<file path="config.mk">
export PLATFORM = sky130hd
export DESIGN_NAME = drr_ctrl
export DESIGN_NICKNAME = d
export VERILOG_FILES = /design/src/rtl/core/drr_pkg.sv /design/src/rtl/core/drr_ctrl.sv
export SDC_FILE = /design/constraint.sdc
export NUM_CORES = 1
export LEC_CHECK = 0
export ABC_AREA = 1
export BUFFER_PORTS_ARGS = -buffer_cell sky130_fd_sc_hd__buf_2
export CORE_AREA = 10 10 47 49
export CTS_CLUSTER_SIZE = 20
export DETAILED_ROUTE_END_ITERATION = 16
export DIE_AREA = 0 0 57 59
export SETUP_SLACK_MARGIN = 0.1
export SYNTH_ARGS = -nofsm -noshare
export SYNTH_HDL_FRONTEND = slang
export SYNTH_SLANG_ARGS = --single-unit
</file>
<file path="constraint.sdc">
create_clock -name clk -period 1.07 [get_ports clk]
set_input_delay 0 -clock clk [delete_from_list [all_inputs] [get_ports clk]]
set_output_delay 0 -clock clk [all_outputs]
set_load 0.03 [all_outputs]
</file>
<file path="src/rtl/core/drr_pkg.sv">
// Package: shared types, command codes and power-of-ten table for the rescaler.
`default_nettype none
package drr_pkg;
	localparam int MaxPower = 38;
	localparam int PowW = 6;
	localparam int DataW = 128;
	localparam int CntW = 7;

	localparam logic [2:0] CMD_UP = 3'd0;
	localparam logic [2:0] CMD_HALF = 3'd1;
	localparam logic [2:0] CMD_CEIL = 3'd2;
	localparam logic [2:0] CMD_FLOOR = 3'd3;
	localparam logic [2:0] CMD_TRUNC = 3'd4;

	typedef struct packed {
		logic load;
		logic step_div;
		logic step_mul;
		logic finish;
	} drr_cmd_t;

	typedef struct packed {
		logic pass;
		logic is_up;
		logic done;
	} drr_stat_t;

	// constant table; powers above the maximum map to the maximum
	function automatic logic [DataW-1:0] pow10(input logic [PowW-1:0] p);
		logic [DataW-1:0] r;
		case (p)
			6'd0: r = 128'd1;
			6'd1: r = 128'd10;
			6'd2: r = 128'd100;
			6'd3: r = 128'd1_000;
			6'd4: r = 128'd10_000;
			6'd5: r = 128'd100_000;
			6'd6: r = 128'd1_000_000;
			6'd7: r = 128'd10_000_000;
			6'd8: r = 128'd100_000_000;
			6'd9: r = 128'd1_000_000_000;
			6'd10: r = 128'd10_000_000_000;
			6'd11: r = 128'd100_000_000_000;
			6'd12: r = 128'd1_000_000_000_000;
			6'd13: r = 128'd10_000_000_000_000;
			6'd14: r = 128'd100_000_000_000_000;
			6'd15: r = 128'd1_000_000_000_000_000;
			6'd16: r = 128'd10_000_000_000_000_000;
			6'd17: r = 128'd100_000_000_000_000_000;
			6'd18: r = 128'd1_000_000_000_000_000_000;
			6'd19: r = 128'd10_000_000_000_000_000_000;
			6'd20: r = 128'd100_000_000_000_000_000_000;
			6'd21: r = 128'd1_000_000_000_000_000_000_000;
			6'd22: r = 128'd10_000_000_000_000_000_000_000;
			6'd23: r = 128'd100_000_000_000_000_000_000_000;
			6'd24: r = 128'd1_000_000_000_000_000_000_000_000;
			6'd25: r = 128'd10_000_000_000_000_000_000_000_000;
			6'd26: r = 128'd100_000_000_000_000_000_000_000_000;
			6'd27: r = 128'd1_000_000_000_000_000_000_000_000_000;
			6'd28: r = 128'd10_000_000_000_000_000_000_000_000_000;
			6'd29: r = 128'd100_000_000_000_000_000_000_000_000_000;
			6'd30: r = 128'd1_000_000_000_000_000_000_000_000_000_000;
			6'd31: r = 128'd10_000_000_000_000_000_000_000_000_000_000;
			6'd32: r = 128'd100_000_000_000_000_000_000_000_000_000_000;
			6'd33: r = 128'd1_000_000_000_000_000_000_000_000_000_000_000;
			6'd34: r = 128'd10_000_000_000_000_000_000_000_000_000_000_000;
			6'd35: r = 128'd100_000_000_000_000_000_000_000_000_000_000_000;
			6'd36: r = 128'd1_000_000_000_000_000_000_000_000_000_000_000_000;
			6'd37: r = 128'd10_000_000_000_000_000_000_000_000_000_000_000_000;
			default: r = 128'd100_000_000_000_000_000_000_000_000_000_000_000_000;
		endcase
		return r;
	endfunction
endpackage
`default_nettype wire

</file>
<file path="src/rtl/core/drr_ctrl.sv">
// Controller: sequences load, iteration, finish and output handshake.
`default_nettype none
module drr_ctrl (
	input wire logic clk,
	input wire logic arst_n,
	input wire logic in_valid,
	output logic in_ready,
	output logic out_valid,
	input wire logic out_ready,
	input wire drr_pkg::drr_stat_t stat,
	output drr_pkg::drr_cmd_t cmd
);
	typedef enum logic [2:0] {IDLE, MUL, DIV, FIN, OUT} state_t;
	state_t state_q;

	assign in_ready = (state_q == IDLE);
	assign out_valid = (state_q == OUT);

	always_comb begin
		cmd = '0;
		cmd.load = in_valid && in_ready;
		cmd.step_mul = (state_q == MUL) && !stat.done;
		cmd.step_div = (state_q == DIV);
		cmd.finish = (state_q == FIN);
	end

	always_ff @(posedge clk or negedge arst_n) begin
		if (!arst_n) begin
			state_q <= IDLE;
		end else begin
			case (state_q)
				IDLE: if (in_valid) begin
					if (stat.pass) state_q <= OUT;
					else if (stat.is_up) state_q <= MUL;
					else state_q <= DIV;
				end
				MUL: if (stat.done) state_q <= FIN;
				DIV: if (stat.done) state_q <= FIN;
				FIN: state_q <= OUT;
				OUT: if (out_ready) state_q <= IDLE;
				default: state_q <= IDLE;
			endcase
		end
	end
endmodule
`default_nettype wire

</file>
==> results of run 1 <==
==> cell families (layout without fill, tap and decap cells) <==
logic type / count (synthesis) / after routing / share of synthesized area
simple gates: 27 / 27 / 0.4975
flops: 3 / 3 / 0.3015
buf+inv: 12 / 44 / 0.1809
compound gates: 1 / 1 / 0.02008
==> power by group through the flow <==
stage                     Sequential, W  Clock [W]  Combinational, W
after floorplan                0.000232          0          0.000572
after global placement         0.000232          0          0.000910
after detailed placement       0.000236          0          0.000928
after CTS                      0.000267   0.000209           0.00133
after global routing           0.000259   0.000218           0.00162
final                          0.000256   0.000196           0.00150
==> tightest hold or removal path, cell delays in order <==
cell	delay [ps]
buf_2	110
nor2_4	40
inv_1	40
nand2_1	40
==> placed cells by master (no fill, tap or decap) <==
master | Yosys | final
nand2_4 | 0 | 1
nand3_2 | 0 | 1
o21ai_0 | 1 | 1
nand2_1 | 9 | 7
nand4_1 | 1 | 1
nand3_1 | 9 | 7
buf_12 | 0 | 1
clkbuf_4 | 0 | 3
buf_2 | 0 | 6
buf_4 | 0 | 10
nor3_2 | 0 | 1
dfrtp_1 | 3 | 1
buf_6 | 0 | 10
dlygate4sd3_1 | 0 | 1
inv_1 | 11 | 8
inv_2 | 1 | 4
nand2_2 | 2 | 3
nor2_1 | 4 | 1
clkbuf_1 | 0 | 1
nor2_4 | 0 | 4
nand3_4 | 0 | 1
dfrtp_2 | 0 | 2
==> per-stage QoR <==
| stage | hold WS [ps] | TNS (ps) | setup WS, ps |
|---|---|---|---|
| finish | 42.76 | -1096 | -148.2 |
| global route | 53.55 | -1606 | -203.3 |
| CTS | 35.17 | -1044 | -151.1 |
| detailed placement | -202.7 | -46.47 | -24.59 |
| global placement | -201.4 | 0 | 8.318 |
| floorplan | -295.6 | 0 | 54.51 |
==> worst paths after layout <==
path,from,end
setup / recovery,state_q[2],cmd[3]
hold / removal,stat[0],state_q[0]
setup reg to reg,state_q[1],state_q[1]
hold reg to reg,state_q[1],state_q[1]
max in group asynchronous,arst_n,state_q[0]
min in group asynchronous,arst_n,state_q[1]
==> final cells by class <==
type / instances / share of cell area
clock buffers: 4 / 0.04339
inverters: 12 / 0.07438
multi-input cells: 28 / 0.3120
flip-flops and latches: 3 / 0.1281
well taps: 16 / 0.03306
repair buffers: 28 / 0.4091
==> what timing repair did <==
| action | CTS | global route |
|---|---|---|
| pin swaps | 4 | 3 |
| endpoints found under the hold margin | 3 | 0 |
| setup endpoints to repair | 9 | 9 |
| hold buffers | 1 | 0 |
| gates resized for setup | 28 | 0 |
| setup buffers | 4 | 3 |
==> routing by layer <==
layer	global-route usage	vias up	routed length, um
met2	0.1101	8	545
met5	0	-	0
met1	0.04922	175	389
li1	-	197	-
met3	0.02790	0	62
met4	0.04027	0	0
==> metrics, run 1 <==
outcome=complete, but fails checks; failing checks=setup timing; Fin. Hold Viols=0; cell with the largest stage delay on the worst path=dfrtp_1; worst setup margin=-148.2 ps; Max FO, Critical Path=3; Synth Register Bits=3; PortBufs=12; WP data arrival=1220 ps; Finished Core Util=0.4321; register area=77.57 um2; final setup fails=9; Remaining DRCs=0; syn nets=50; num rows=14; hold path depth=4; placed cells=79; crit end category=primary output; synthesized area per cell=5.790 um2; clock-pin slew on the worst setup and hold paths=40 ps; Reg2Reg Setup Slack=-140 ps; CTS tree=done; Final Cycle Share=1.138; PD cells=3225 nW/um2; RSZ-0062 raised after global routing=true; Top FF cell, synth=dfrtp_1; Chip Width=57 um; register share of total power=0.131; Syn Std Cell Area=249.0 um2; NetSw=0.0008783 W; register with the most flip-flops=state_q; first-pass GRT wire length=1593 um; RD Place Congestion=0.7265; die area=3363 um2; Clock Skew=2.612 ps; TritonCTS Buffers=3; fill count=151; IO Pins=13; area of placed instances=409.1 um2; die height=59 um; clk buf depth=2; # diodes=0; Logic pwr share=0.768; Cell Chain, Critical Path=nor2_4, nand2_2, buf_6, nor2_4, buf_6; worst skew pair latency=230 ps; non-filler cells, final=91; WL final=997 um; CP required=1070 ps; max-cap viol count=0; Synth async-reset ratio=1.000; fin area=605.6 um2; CP Launch Type=flop; Crit Path Class=reg2out; GRT Resource Usage Total=0.05944; Seq/Total Area, Yosys=0.3015; CTS H-Tree Depth=1; most common cell in the netlist=inv_1; leak pwr=0.3399 nW; clock share of power=0.100; drt pass-1 iters=3; Rel. slew slack=0.8532; Via Count=380; vias per inst=4.176; Max IR drop VDD=1.439 mV; CP top delay family=flip-flops; Tot Pwr=0.001953 W; Max Slew Vio Count=0; Worst path depth=5; Top Registers=state_q (3); Pint=0.001075 W; GRT overflow=0; Buf/Inv on CP=2; post-route ant nets=0; Starting Density=0.1777; number of global-route vias before repair=406; Synth top cells by count=inv_1, nand2_1, nand3_1, nor2_1, dfrtp_1; Achievable Freq=0.8209 GHz; Slew @ Worst Pin=217.9 ps; Reg2Reg Depth=7; initial antenna violation count=0; Total Nets Final=83; max incr delay on CP=420 ps; CTS Root Cell=clkbuf_4; min Tclk post-route=1218 ps; area delta synth->final=143.2%; Synth warnings=0; Largest register FFs=3; main area contributors after synthesis=dfrtp_1, nand3_1, inv_1, nand2_1, nor2_1; Sinks on Clock Net=3; Yosys cell types=11; drt wl/cell=10.96 um; core area=1401 um2; largest net degree at the start of global routing=6; Cells after Synth=43; initial drt markers=3; Synth area leader=dfrtp_1; switching share of power=0.4497; hpwl dp=630.1 um; fraction of layout cells with a size suffix above 1=0.6267; post-synth top area share=0.3015; Hold Path Class=in2reg; multi-input gate area in the final layout=188.9 um2; Post-synth EDFFs=0
Power figures use the tool's default switching activity.
==> inputs of run 2 (changes only) <==
--- a/config.mk
+++ b/config.mk
@@ -7,11 +7,12 @@
 export LEC_CHECK = 0
 export ABC_AREA = 1
 export BUFFER_PORTS_ARGS = -buffer_cell sky130_fd_sc_hd__buf_2
-export CORE_AREA = 10 10 47 49
+export CORE_AREA = 3 3 40 42
 export CTS_CLUSTER_SIZE = 20
 export DETAILED_ROUTE_END_ITERATION = 16
-export DIE_AREA = 0 0 57 59
+export DIE_AREA = 0 0 43 45
 export SETUP_SLACK_MARGIN = 0.1
+export SKIP_CTS_REPAIR_TIMING = 1
 export SYNTH_ARGS = -nofsm -noshare
 export SYNTH_HDL_FRONTEND = slang
 export SYNTH_SLANG_ARGS = --single-unit
==> run 2 against run 1 <==
  * The flow still finishes with violations (setup timing)
  * Utilization shrank 0.57 points
  * Critical path type unchanged
  * Sequential power grew 2%
  * First-iteration DRC count is the same
  * Global-route usage grew 1.3 points
  * Routed wire length shrank 28%
  * Via count shrank 6.1%
  * Critical path depth is the same
  * Combinational power shrank 19%
==> metrics, run 2 (synthesis results as in run 1) <==
outcome=complete, but fails checks; failing checks=setup timing; worst setup margin=-118.9 ps (+29.32 ps); leak pwr=0.3095 nW (-8.9%); drt wl/cell=8.195 um (-25%); TritonCTS Buffers=3 (unchanged); final setup fails=9 (unchanged); commonest non-fill, non-tap cells in the layout=buf_4, inv_1, nand2_1; first-pass GRT wire length=1028 um (-35%); largest net degree at the start of global routing=6 (unchanged); fin area=548.0 um2 (-9.5%); Remaining DRCs=0 (unchanged); Via Count=357 (-6.1%); # diodes=0 (unchanged); RSZ-0062 raised after global routing=true; HP Start=stat[0]; Pint=0.0009094 W (-15%); num rows=13 (-1); GRT Resource Usage Total=0.07256 (+0.01312); CP required=1070 ps (about the same); met3 Track Usage GR=0.02390 (-0.003993); Top Registers=state_q (3); max-cap viol count=0 (unchanged); post-route ant nets=0 (unchanged); Slew @ Worst Pin=175.1 ps (-42.84 ps); area of placed instances=400.4 um2 (-2.1%); WL final=713 um (-28%); IO Pins=13 (unchanged); gr busiest metal=met2; CTS tree=done; CTS Root Cell=clkbuf_4; initial antenna violation count=0 (unchanged); RR Startpoint=state_q[1]; Fin. Hold Viols=0 (unchanged); worst skew pair latency=230 ps (about the same); CTS H-Tree Depth=1 (unchanged); Final Cycle Share=1.111 (-0.02740); initial drt markers=3 (unchanged); die area=1935 um2 (-42%); core area=1285 um2 (-8.3%); Logic pwr share=0.727 (-0.041); Sinks on Clock Net=3 (unchanged); met1 Usage GRT=0.07506 (+0.02584); commonest non-fill, non-tap cell in the layout=buf_4; NetSw=0.0007732 W (-12%); Max Slew Vio Count=0 (unchanged); Largest register FFs=3 (unchanged); register share of total power=0.154 (+0.023); Setup crit start=state_q[1]; CP Launch Type=flop; Achievable Freq=0.8411 GHz (+2.5%); crit end category=primary output; Crit Path Class=reg2out; placed cells=77 (-2.5%); register with the most flip-flops=state_q; Max FO, Critical Path=5 (+2); Chip Width=43 um (-25%); switching share of power=0.4595 (+0.009797); min Tclk post-route=1189 ps (-29.32 ps); clock share of power=0.118 (+0.018); clock-pin slew on the worst setup and hold paths=40 ps (about the same); Clock Skew=0.9900 ps (-1.622 ps); PD cells=3070 nW/um2 (-4.8%); clk buf depth=2 (unchanged); WP data arrival=1190 ps (-30 ps); Rel. slew slack=0.8821 (+0.02886); number of global-route vias before repair=285 (-30%); fraction of layout cells with a size suffix above 1=0.6389 (+0.01222); PortBufs=12 (unchanged); die height=45 um (-24%); Hold Path Class=in2reg; area delta synth->final=120.1%; RD Place Congestion=0.7261 (about the same); Starting Density=0.1938 (+0.01609); hpwl dp=534.3 um (-15%); Max IR drop VDD=1.182 mV (-18%); fill count=138 (-8.6%); grt met2 use=0.1228 (+0.01268); non-filler cells, final=87 (-4.4%); vias per inst=4.103 (-1.7%); drt pass-1 iters=4 (+1); GRT overflow=0 (unchanged); Total Nets Final=80 (-3.6%)
-- run 2: path summary, 6_finish.rpt --
kind | to | slack [ps] | cells after the start
max | cmd[3] | -120 | 5
min | state_q[0] | 50 | 4
max reg2reg | state_q[1] | -80 | 7
min reg2reg | state_q[1] | 570 | 2
max in group asynchronous | state_q[0] | 860 | 2
min in group asynchronous | state_q[1] | 90 | 2
-- run 2: power by group through the flow --
stage | sequential (W) | clock [W] | combinational (W)
after floorplan | 0.000232 | 0 | 0.000572
after detailed placement | 0.000230 | 0 | 0.000906
after CTS | 0.000229 | 0.000209 | 0.000908
final | 0.000260 | 0.000199 | 0.00122
after global routing | 0.000265 | 0.000219 | 0.00134
after global placement | 0.000226 | 0 | 0.000894
-- run 2: worst max-delay path, cell delays in order (launching register included) --
cell and delay [ps]:
dfrtp_2 440, nor2_4 140, nand2_2 70, buf_6 120
nor2_4 70, buf_6 130
-- run 2: area by class of cell --
cell class	count	area, um2	share of cell area
Clock buffer	4	26.28	0.04795
Inverter	12	45.04	0.08219
Multi-Input combinational cell	28	181.4	0.3310
Sequential cell	3	78.83	0.1438
Tap cell	15	18.77	0.03425
Timing Repair Buffer	25	197.7	0.3607
-- run 2: per-stage QoR --
| stage | setup WS (ps) | setup TNS (ps) | hold slack (ps) | util | power (W) |
|---|---|---|---|---|---|
| 6_report | -118.9 | -752.6 | 46.93 | 0.4265 | 0.001683 |
| 5_1_grt | -189.0 | -1316 | 56.30 | 0.4265 | 0.001823 |
| 4_1_cts | -205.7 | -872.3 | -451.7 | 0.3320 | 0.001346 |
| 3_5_place_dp | -3.098 | -3.136 | -201.0 | 0.3116 | 0.001137 |
| 3_3_place_gp | 10.51 | 0 | -201.5 | 0.3116 | 0.001120 |
| 2_1_floorplan | 54.51 | 0 | -295.6 | - | 0.0008034 |
-- run 2: routing by layer --
layer | wire length [um] | share of wire
met1 | 274 | 0.38
met2 | 396 | 0.56
met3 | 42 | 0.059
met4 | 0 | 0
met5 | 0 | 0
